==> src/rtl/stoc_pkg.sv <==
// ----------------------------------------------------------------------------
// stoc_pkg: shared types and constants
// Error codes, configuration register indexes and the tag that travels with
// each request from the front queue to the back end.
// ----------------------------------------------------------------------------
package stoc_pkg;

    localparam int COORD_W    = 32;
    localparam int WIDTH_W    = 16;
    localparam int TILE_CNT_W = 13;
    localparam int PROD_W     = TILE_CNT_W + WIDTH_W;
    localparam int CAP_W      = PROD_W + WIDTH_W;

    localparam logic [WIDTH_W-1:0]    RESET_TILE_SIZE  = 16'd16;
    localparam logic [COORD_W-1:0]    RESET_MATRIX_DIM = 32'd1;
    localparam logic [TILE_CNT_W-1:0] TILE_CNT_MAX     = '1;
    localparam logic [COORD_W-1:0]    ENTRY_CNT_MAX    = '1;

    // configuration register indexes
    localparam logic [1:0] CFG_TILE_SIZE      = 2'd0;
    localparam logic [1:0] CFG_MATRIX_ROWS    = 2'd1;
    localparam logic [1:0] CFG_MATRIX_COLUMNS = 2'd2;

    typedef enum logic [1:0] {
        ERR_NONE     = 2'd0,
        ERR_BOUNDS   = 2'd1,
        ERR_GRID     = 2'd2,
        ERR_CAPACITY = 2'd3
    } err_t;

    typedef struct packed {
        err_t code;
        logic last;
    } stoc_tag_t;

endpackage

==> src/rtl/stoc_front.sv <==
// ----------------------------------------------------------------------------
// stoc_front: request intake and classification
// Checks each coordinate against the matrix size, the tile width and the
// tile grid, and queues the zero-based coordinates with their error tag.
// ----------------------------------------------------------------------------
module stoc_front
    import stoc_pkg::*;
#(
    parameter int DW = 22
)
(
    input  logic               clk,
    input  logic               rst_n,
    input  logic               push,
    output logic               full,
    input  logic [COORD_W-1:0] row_index,
    input  logic [COORD_W-1:0] column_index,
    input  logic               last_entry,
    input  logic [WIDTH_W-1:0] tile_size,
    input  logic [COORD_W-1:0] matrix_rows,
    input  logic [COORD_W-1:0] matrix_columns,
    input  logic [DW-1:0]      row_limit,
    input  logic [DW-1:0]      col_limit,
    input  logic               clearing,
    output logic               q_valid,
    output stoc_tag_t          q_tag,
    output logic [DW-1:0]      q_row0,
    output logic [DW-1:0]      q_col0,
    input  logic               q_take
);

    localparam int QDEPTH = 2;

    stoc_tag_t   tag_reg  [QDEPTH];
    logic [DW-1:0] row0_reg [QDEPTH];
    logic [DW-1:0] col0_reg [QDEPTH];
    logic [1:0]  count_reg, count_next;
    logic        wr_ptr_reg, rd_ptr_reg;
    logic        push_ok;
    logic        bad_bounds;
    logic        bad_grid;
    stoc_tag_t   in_tag;

    always_comb
    begin
        bad_bounds = (row_index == '0) || (row_index > matrix_rows) ||
                     (column_index == '0) || (column_index > matrix_columns);
        // row-1 >= limit is the same as row > limit for row >= 1
        bad_grid   = (row_index > COORD_W'(row_limit)) ||
                     (column_index > COORD_W'(col_limit));
        in_tag.last = last_entry;
        if (bad_bounds)
            in_tag.code = ERR_BOUNDS;
        else if (tile_size == '0)
            in_tag.code = ERR_CAPACITY;
        else if (bad_grid)
            in_tag.code = ERR_GRID;
        else
            in_tag.code = ERR_NONE;
    end

    assign full    = (count_reg == 2'(QDEPTH)) || clearing;
    assign push_ok = push && !full;

    always_comb
    begin
        count_next = count_reg;
        if (push_ok && !q_take)
            count_next = count_reg + 2'd1;
        else if (!push_ok && q_take)
            count_next = count_reg - 2'd1;
    end

    always_ff @(posedge clk or negedge rst_n)
    begin
        if (!rst_n)
        begin
            count_reg  <= '0;
            wr_ptr_reg <= 1'b0;
            rd_ptr_reg <= 1'b0;
        end
        else
        begin
            count_reg <= count_next;
            if (push_ok)
                wr_ptr_reg <= ~wr_ptr_reg;
            if (q_take)
                rd_ptr_reg <= ~rd_ptr_reg;
        end
    end

    always_ff @(posedge clk)
    begin
        if (push_ok)
        begin
            tag_reg[wr_ptr_reg]  <= in_tag;
            row0_reg[wr_ptr_reg] <= DW'(row_index - COORD_W'(1));
            col0_reg[wr_ptr_reg] <= DW'(column_index - COORD_W'(1));
        end
    end

    assign q_valid = (count_reg != '0);
    assign q_tag   = tag_reg[rd_ptr_reg];
    assign q_row0  = row0_reg[rd_ptr_reg];
    assign q_col0  = col0_reg[rd_ptr_reg];

endmodule

==> config.mk <==
export PLATFORM = sky130hd
export DESIGN_NAME = stoc_front
export DESIGN_NICKNAME = d
export VERILOG_FILES = /design/src/rtl/stoc_pkg.sv /design/src/rtl/stoc_front.sv
export SDC_FILE = /design/constraint.sdc
export NUM_CORES = 1
export LEC_CHECK = 0
export BUFFER_PORTS_ARGS = -buffer_cell sky130_fd_sc_hd__buf_4
export CORE_MARGIN = 5
export CORE_UTILIZATION = 45
export CTS_CLUSTER_DIAMETER = 40
export CTS_CLUSTER_SIZE = 10
export DETAILED_ROUTE_END_ITERATION = 8
export GPL_TIMING_DRIVEN = 0
export PLACE_DENSITY = 0.83
export SYNTH_ARGS = -nofsm -noshare
export SYNTH_HDL_FRONTEND = slang
export SYNTH_SLANG_ARGS = --single-unit
==> constraint.sdc <==
create_clock -name clk -period 4.4 [get_ports clk]
set_input_delay 0.88 -clock clk [delete_from_list [all_inputs] [get_ports clk]]
set_output_delay 0.88 -clock clk [all_outputs]
set_load 0.02 [all_outputs]
### Yosys cells after proc, flatten, opt, wreduce, memory -nomap -nowiden

Memories as Yosys holds them, arrays and structs flattened.
Index checks and enable logic that the tools add are counted.

| word-level totals | value |
|---|---|
| bits in registers | 4 |
| RAM bits | 94 |
| bits of input ports | 194 |
| word-level logic and storage cells | 40 |
| memories | 3 |

| operators by class | value |
|---|---|
| add/subtract/negate cells | 4 |
| $lt $le $gt $ge | 4 |
| equality and inequality tests | 1 |
| multiplexer cells | 7 |
| bitwise operators | 2 |
| reduce and logical (&&, ||, !) cells | 16 |

Memories:

| memory | words | width | read ports | clocked after memory_dff | wr ports | RTL line | text |
|---|---|---|---|---|---|---|---|
| col0_reg | 2 | 22 | 1 | 0 | 1 | stoc_front.sv:36 | `logic [DW-1:0] col0_reg [QDEPTH];` |
| row0_reg | 2 | 22 | 1 | 0 | 1 | stoc_front.sv:35 | `logic [DW-1:0] row0_reg [QDEPTH];` |
| tag_reg | 2 | 3 | 1 | 0 | 1 | stoc_front.sv:34 | `stoc_tag_t tag_reg [QDEPTH];` |

Operators by type and width:

| kind | number |
|---|---|
| $gt 32x22->1 | 2 |
| $gt 32x32->1 | 2 |
| $logic_not 32->1 | 2 |
| $sub 22x1->22 const B | 2 |
| $logic_not 16->1 | 1 |
| $mux 2 | 5 |
| $logic_or 1x1->1 | 5 |
| $reduce_bool 2->1 | 2 |
| $logic_and 1x1->1 | 3 |
| $logic_not 1->1 | 3 |
| $add 2x1->2 const B | 1 |
| $eq 2x2->1 const B | 1 |
| $mux 1 | 2 |
| $not 1->1 | 2 |
| $sub 2x1->2 const B | 1 |

### Depth between registers and ports, before layout

Gate-level depths: netlist of run 1.

| logic depth | value |
|---|---|
| word-level depth | 8 |
| depth in mapped cells | 8 |
| mapped depth without buffers | 8 |

### Worst setup path after synthesis of run 1

Ideal clock, no wire load.

| timing path | value |
|---|---|
| path kind | input-to-reg |
| from | in clearing |
| to | mem col0_reg[0][0], enable pin |
| arrival | 3.151 ns |
| required time | 3.948 ns |
| slack | 0.797 ns |
| stages | 3 |
| buffers on the path | 0 |
| cells stage by stage | a21oi_1 > nand2_1 > nor2_1 |

| between the ends | value |
|---|---|
| cells in the longest elaborated chain, start to end | 5 |

RTL lines:

| item | RTL line | text |
|---|---|---|
| start: declaration | stoc_front.sv:24 | `input logic clearing,` |
| $logic_or 1x1->1 | stoc_front.sv:62 | `assign full = (count_reg == 2'(QDEPTH)) \|\| clearing;` |
| $logic_not 1->1 | stoc_front.sv:63 | `assign push_ok = push && !full;` |
| $logic_and 1x1->1 | stoc_front.sv:63 |  |
| $mux 1 | stoc_front.sv:94 | `if (push_ok)` |
| $mux 1 (implied by the code) | stoc_front.sv:98 | `col0_reg[wr_ptr_reg] <= DW'(column_index - COORD_W'(1));` |
| end: declaration | stoc_front.sv:36 |  |

No other way between the ends.

### Worst setup path in the final report of run 1

| timing path | value |
|---|---|
| from | reg rd_ptr_reg |
| to | out q_row0[15] |

| between the ends | value |
|---|---|
| cells in the longest elaborated chain, start to end | 1 |

RTL lines:

| item | RTL line | text |
|---|---|---|
| start: declaration | stoc_front.sv:38 | `logic wr_ptr_reg, rd_ptr_reg;` |
| start signal: assignment | stoc_front.sv:88 | `rd_ptr_reg <= ~rd_ptr_reg;` |
| $mem_v2 2x22 | n/a |  |
| end: declaration | stoc_front.sv:27 | `output logic [DW-1:0] q_row0,` |

No other way between the ends.

==> results of run 1 <==
==> logic make-up (layout without fill, tap and decap cells) <==
logic type / count (synthesis) / count (layout) / synth area share [%]
mux: 48 / 48 / 7.54
xor+xnor: 40 / 40 / 4.89
compound gates: 91 / 91 / 8.14
buf+inv: 122 / 382 / 6.39
simple gates: 169 / 169 / 12.9
fa+ha+maj: 111 / 111 / 19.4
flops: 98 / 98 / 40.8
==> placed cells by master, fill, tap and decap left out, types with 4 or more instances in the layout <==
cell type	instances
o21ai_0	15
or3_1	4
edfxtp_1	94
xnor2_1	13
a21oi_1	39
xor2_1	27
buf_4	242
ha_1	111
nand3_1	15
nand2_1	39
nor2_1	25
nand4_1	18
nor4_1	15
inv_6	5
a21o_1	12
mux2_2	48
clkbuf_1	4
a221o_1	5
and4_1	5
clkbuf_16	9
dfrtp_1	4
nor3_1	17
nand2b_1	5
inv_1	117
==> metrics by stage <==
step | std cells | util (%) | power, mW
floorplan | 679 | - | 2.00
detailed placement | 1139 | 59.0 | 2.62
finish | 1155 | 61.1 | 3.44
CTS | 1155 | 61.1 | 3.47
global route | 1155 | 61.1 | 3.61
global placement | 1137 | 58.7 | 2.58
==> where the power goes <==
part	internal [mW]	total (mW)	switching [mW]
Sequential	1.17	1.21	0.0402
Combinational	0.643	1.38	0.734
Clock	0.508	0.852	0.344
==> final timing paths <==
path	to
worst max-delay path	q_row0[15]
worst min-delay path	count_reg[0]$_DFFE_PN0P_
worst max register to register	col0_reg[0][13]$_DFFE_PP_
worst min register to register	count_reg[1]$_DFFE_PN0P_
max in group asynchronous	wr_ptr_reg$_DFFE_PN0P_
min in group clk	count_reg[1]$_DFFE_PN0P_
==> layer usage <==
metal / vias up / wire, um / GRT usage (%)
li1: 2971 / - / -
met1: 2818 / 7930 / 26.2
met2: 209 / 9630 / 35.3
met3: 41 / 1200 / 3.92
met4: 0 / 677 / 7.50
met5: - / 0 / 0
==> worst max-delay path, cell delays in order, from the launching register on <==
cell      delay, ns
dfrtp_1        0.37
clkbuf_1       0.55
clkbuf_1       0.52
mux2_2         0.43
buf_4          0.17
==> final cells by class <==
type | count | area [sq um] | area share, %
inverter | 117 | 439 | 4.56
sequential | 98 | 2920 | 30.4
clock buffer | 9 | 225 | 2.34
tap | 216 | 270 | 2.81
multi-input combinational | 459 | 3790 | 39.4
buffer | 5 | 18.8 | 0.195
timing repair buffer | 244 | 1860 | 19.3
clock inverter | 7 | 104 | 1.08
==> key figures, run 1 <==
Place
  • DPL Wire Length: 16500 um
  • Post-place instance area: 9300 sq um
  • Number of buffers added on ports: 242
  • Final GP Congestion: 0.934
  • Worst slack, placed: 1.08 ns

Layout
  • Layout cells sized above 1: 34.3%
  • Number of fill cells: 1344
  • Nets: 1239
  • Post-route cell area: 9630 sq um
  • Antenna diodes: 0
  • Area delta synth->final: 34.4%

Clocking
  • Post-CTS resize count: 0
  • CTS Sinks: 98
  • Cts bufs inserted: 9
  • Worst-Skew Late Latency: 0.33 ns
  • Clock H-tree levels: 3
  • Cell at the root of the clock tree: clkbuf_16
  • Post-CTS setup buffers: 0
  • Clock Path Buffers: 2
  • Hold-fix buffers at CTS: 0
  • Reg clk slew, reported paths: 0.07 ns
  • CTS tree: done

STA
  • Hold WS: 0.325 ns
  • Final min period: 3.26 ns
  • Worst Skew: 0.00593 ns
  • Setup_tns: 0 ns
  • Final Hold Viols: 0
  • Final setup vio count: 0
  • Worst-margin pin slew: 0.771 ns
  • Slew margin rel.: 48.5%
  • FMAX: 307 MHz
  • Fin. max-slew vios: 0
  • Post-route setup slack: 1.14 ns
  • Final worst-path cycle share: 74.1%
  • RSZ-0062 raised after global routing: false

Detailed routing
  • Drc violations: 0
  • Detail Route Antenna Nets: 0
  • Routed length per instance: 16.8 um
  • Detailed Route WL: 19400 um
  • Post-DR vias/cell: 5.23
  • Pre-antenna DRT Iters: 5
  • Routed via count: 6039
  • Starting DRC count in detailed routing: 289

GRT
  • Vias in the first global route: 6086
  • Total GRT Usage: 20.7%
  • Initial antenna violation count: 0
  • First-pass GRT wire length: 29900 um
  • Grt ovf: 0
  • Largest net degree at the start of global routing: 25

Yosys
  • Cell Area, Synth: 7160 sq um
  • Asr flop ratio synth: 4.08%
  • Synth area leader: edfxtp_1
  • Top post-synthesis cells by area: edfxtp_1 (39%), ha_1 (19%), mux2_2 (7.5%)
  • #FFs+latches synth: 98
  • Syn_area_per_cell: 10.6 sq um
  • Post-synth cell types: 52
  • Cell with the most instances after synthesis: inv_1
  • Sequential element share of the synthesized area: 40.8%
  • Mapped Cells: 679
  • Yosys warning total: 0
  • Post-synth net total: 984
  • Number of synthesized flops with an enable pin: 94
  • Synth cell count leaders: inv_1 (117), ha_1 (111), edfxtp_1 (94)
  • Top_reg_cell synth: edfxtp_1
  • Area share of the largest cell type after synthesis: 39.4%

Power
  • Power Density: 357 nW/um^2
  • LEAKAGE: 4.60 nW
  • VDD IR max: 0.246 mV

Worst setup path
  • Register-to-Register Path Depth: 5
  • Worst setup path class: flop to output port
  • CP max FO: 10
  • Critical path endpoint category: output port
  • Worst r2r src: count_reg[0]$_DFFE_PN0P_
  • Worst Path Required: 3.52 ns
  • CP startpoint: rd_ptr_reg$_DFFE_PN0P_
  • Type of origin of the critical path: flop
  • Worst Path Arrival: 2.38 ns
  • R2R Setup Slk: 2.36 ns

Floorplan
  • Die ar.: 18500 sq um
  • Core outline area: 15800 sq um
  • Initial Util: 45.4%
  • Die height: 136 um
  • Die W: 136 um
  • Io pins: 243
  • Num rows: 46

Hold path
  • Hold crit path type: input port to async pin

Outcome
  • Status: finished clean

Job
  • Maximum capacitance violations: 0
No activity file was read; power rests on OpenSTA's default activity.
==> run 2: changes to the inputs <==
--- a/config.mk
+++ b/config.mk
@@ -5,6 +5,7 @@
 export SDC_FILE = /design/constraint.sdc
 export NUM_CORES = 1
 export LEC_CHECK = 0
+export ABC_AREA = 1
 export BUFFER_PORTS_ARGS = -buffer_cell sky130_fd_sc_hd__buf_4
 export CORE_MARGIN = 5
 export CORE_UTILIZATION = 45
@@ -12,7 +13,7 @@
 export CTS_CLUSTER_SIZE = 10
 export DETAILED_ROUTE_END_ITERATION = 8
 export GPL_TIMING_DRIVEN = 0
-export PLACE_DENSITY = 0.83
+export PLACE_DENSITY = 0.85
 export SYNTH_ARGS = -nofsm -noshare
 export SYNTH_HDL_FRONTEND = slang
 export SYNTH_SLANG_ARGS = --single-unit
==> constraint.sdc (replaced) <==
create_clock -name clk -period 2.6 [get_ports clk]
set_input_delay 0.52 -clock clk [delete_from_list [all_inputs] [get_ports clk]]
set_output_delay 0.52 -clock clk [all_outputs]
set_load 0.02 [all_outputs]
==> run 2 against run 1 <==
Cell count up 12%. Combinational power up 73%. Via count up 5.2%. Flip-flop and latch count unchanged. First-iteration DRC count down 15%. Register-to-register slack worse by 1.6 ns. Critical path type unchanged. Highest routed layer unchanged.
==> key figures, run 2 <==
Layout
  • Nets: 1371
  • Area delta synth->final: 32.9%
  • Antenna diodes: 0
  • Layout cells sized above 1: 31.7%
  • Commonest non-fill, non-tap cell in the layout: buf_4
  • Commonest cells after routing, fill and taps aside: buf_4 (242), inv_1 (141), nand2_1 (130)
  • Number of fill cells: 1426

Detailed routing
  • Drc violations: 0
  • Pre-antenna DRT Iters: 5
  • Routed length per instance: 14.5 um
  • Post-DR vias/cell: 4.92
  • Starting DRC count in detailed routing: 246
  • Detailed Route WL: 18800 um
  • Routed via count: 6354
  • Detail Route Antenna Nets: 0

Floorplan
  • Die height: 139 um
  • Io pins: 243
  • Initial Util: 45.4%
  • Die ar.: 19300 sq um
  • Core outline area: 16500 sq um
  • Num rows: 47
  • Die W: 139 um

Yosys
  • Multiplexer share of the synthesized area: 7.08%
  • Synth Area in Adders: 18.6%
  • Asr flop ratio synth: 4.08%
  • Post-synthesis compound-gate area fraction: 5.52%
  • Largest family of logic cells by synthesized area: adder cells
  • Synth cell count leaders: inv_1 (141), nand2_1 (130), ha_1 (111)
  • Yosys warning total: 0
  • Post-synthesis simple-gate area fraction: 17.4%
  • Sequential element share of the synthesized area: 39.1%
  • #FFs+latches synth: 98
  • Cell with the most instances after synthesis: inv_1
  • XOR/XNOR Fraction of Synth Area: 4.65%
  • Number of synthesized flops with an enable pin: 94
  • Post-synth cell types: 39
  • Mapped Cells: 810
  • Synth area leader: edfxtp_1
  • Area share of the largest cell type after synthesis: 37.8%
  • Post-synth net total: 1115
  • Top post-synthesis cells by area: edfxtp_1 (38%), ha_1 (19%), inv_1 (7.1%)
  • Syn_area_per_cell: 9.23 sq um
  • Top_reg_cell synth: edfxtp_1
  • Cell Area, Synth: 7470 sq um

Outcome
  • Status: finished clean

STA
  • Worst Skew: 0.00594 ns
  • RSZ-0062 raised after global routing: false
  • FMAX: 408 MHz
  • Setup_tns: 0 ns
  • Final min period: 2.45 ns
  • Post-route setup slack: 0.151 ns
  • Worst-margin pin slew: 0.679 ns
  • Slew margin rel.: 54.7%
  • Fin. max-slew vios: 0
  • Final Hold Viols: 0
  • Final setup vio count: 0
  • Final worst-path cycle share: 94.2%

Clocking
  • Cell at the root of the clock tree: clkbuf_16
  • Cts bufs inserted: 9
  • Worst-Skew Late Latency: 0.33 ns
  • Reg clk slew, reported paths: 0.07 ns
  • CTS Sinks: 98
  • Clock H-tree levels: 3
  • CTS tree: done
  • Clock Path Buffers: 2
  • Post-CTS setup buffers: 0

Place
  • DPL Wire Length: 16000 um
  • Number of buffers added on ports: 242
  • Final GP Congestion: 0.911
  • Worst slack, placed: 0.120 ns

GRT
  • Initial antenna violation count: 0
  • Grt ovf: 0
  • Total GRT Usage: 18.9%
  • Vias in the first global route: 6333
  • Largest net degree at the start of global routing: 32
  • First-pass GRT wire length: 29800 um

Power
  • Sw Ratio: 33.3%
  • Net switching power: 1.92 mW
  • Seq pwr share: 35.3%
  • Logic pwr share: 41.6%
  • VDD IR max: 0.459 mV
  • Power Density: 579 nW/um^2
  • Cell-internal power: 3.83 mW
  • LEAKAGE: 4.89 nW
  • Clk pwr share: 23.1%

Worst setup path
  • Worst Path Arrival: 1.93 ns
  • Worst setup path class: flop to output port
  • Crit-path slowest cell: mux2_2
  • Type of origin of the critical path: flop
  • CP Buf/Inv Count: 3
  • CP max FO: 10
  • Worst Path Required: 2.08 ns
  • Slowest stage delay, CP: 0.39 ns
  • Critical path's top delay family: buffers and inverters
  • Critical path endpoint category: output port
  • Worst-path cell chain: clkbuf_2 -> buf_2 -> mux2_2 -> buf_4

Hold path
  • Hold crit path type: input port to flop

Job
  • Maximum capacitance violations: 0
[run 2: cell count changes after synthesis, sizes merged, moves of 6 or more]
cell   change
a21oi     +14
nand2     +95
inv       +29
or3        -6
a21o      -10
and4       -6
nor2      +63
nor3       -6
nor4       -6
[run 2: layer usage]
metal,track usage [%],wire length (um),up-vias
li1,-,-,3235
met1,23.2,7620,2929
met2,34.1,9710,164
met3,3.14,1030,26
met4,5.66,398,0
met5,0,0,-
[run 2: repair_timing]
item	4_1_cts	5_1_grt
hold buffers	1	0
setup endpoints to repair	20	0
gates resized for setup	1	0
endpoints found under the hold margin	4	0
[run 2: cells by family after synthesis]
family / Yosys count
and+or+nand+nor: 286
AOI/OAI and AO/OA: 78
adders and majority gates: 111
buffers and inverters: 152
xor gates and xnor gates: 38
muxes: 47
DFF: 98
[run 2: area by class of cell]
cell class | count | area [sq um] | share of cell area [%]
plain buffers | 5 | 22.5 | 0.227
flip-flops and latches | 98 | 2920 | 29.4
well taps | 220 | 275 | 2.77
clock buffers | 10 | 229 | 2.30
inverters | 147 | 553 | 5.57
repair buffers | 245 | 1870 | 18.8
multi-input cells | 560 | 3990 | 40.2
clock inverters | 6 | 73.8 | 0.743
[run 2: final timing paths]
check	from	end	slack (ns)	cells after the start
min reg2reg	count_reg[0]$_DFFE_PN0P_	count_reg[0]$_DFFE_PN0P_	0.48	1
max in group asynchronous	rst_n	count_reg[0]$_DFFE_PN0P_	1.98	2
max reg2reg	count_reg[0]$_DFFE_PN0P_	row0_reg[0][16]$_DFFE_PP_	0.72	5
min	last_entry	tag_reg[0][0]$_DFFE_PP_	0.38	1
max	rd_ptr_reg$_DFFE_PN0P_	q_row0[15]	0.15	4
min in group asynchronous	rst_n	count_reg[1]$_DFFE_PN0P_	0.52	2
[run 2: power by group through the flow]
| stage | clock [mW] | combinational (mW) | sequential [mW] |
|---|---|---|---|
| after CTS | 1.36 | 2.43 | 2.03 |
| after floorplan | 0 | 1.37 | 2.06 |
| after global routing | 1.43 | 2.61 | 2.05 |
| after global placement | 0 | 2.33 | 2.07 |
| after detailed placement | 0 | 2.41 | 2.07 |
| final | 1.33 | 2.39 | 2.03 |
[run 2: stage by stage]
stage / power (mW) / util [%] / hold slack (ns) / instances / instance area [sq um]
2_1_floorplan: 3.43 / - / 0.224 / 810 / 7470
3_3_place_gp: 4.41 / 58.1 / 0.319 / 1272 / 9570
3_5_place_dp: 4.48 / 58.4 / 0.322 / 1274 / 9620
4_1_cts: 5.82 / 60.3 / 0.361 / 1291 / 9940
5_1_grt: 6.09 / 60.3 / 0.358 / 1291 / 9940
6_report: 5.75 / 60.3 / 0.379 / 1291 / 9940
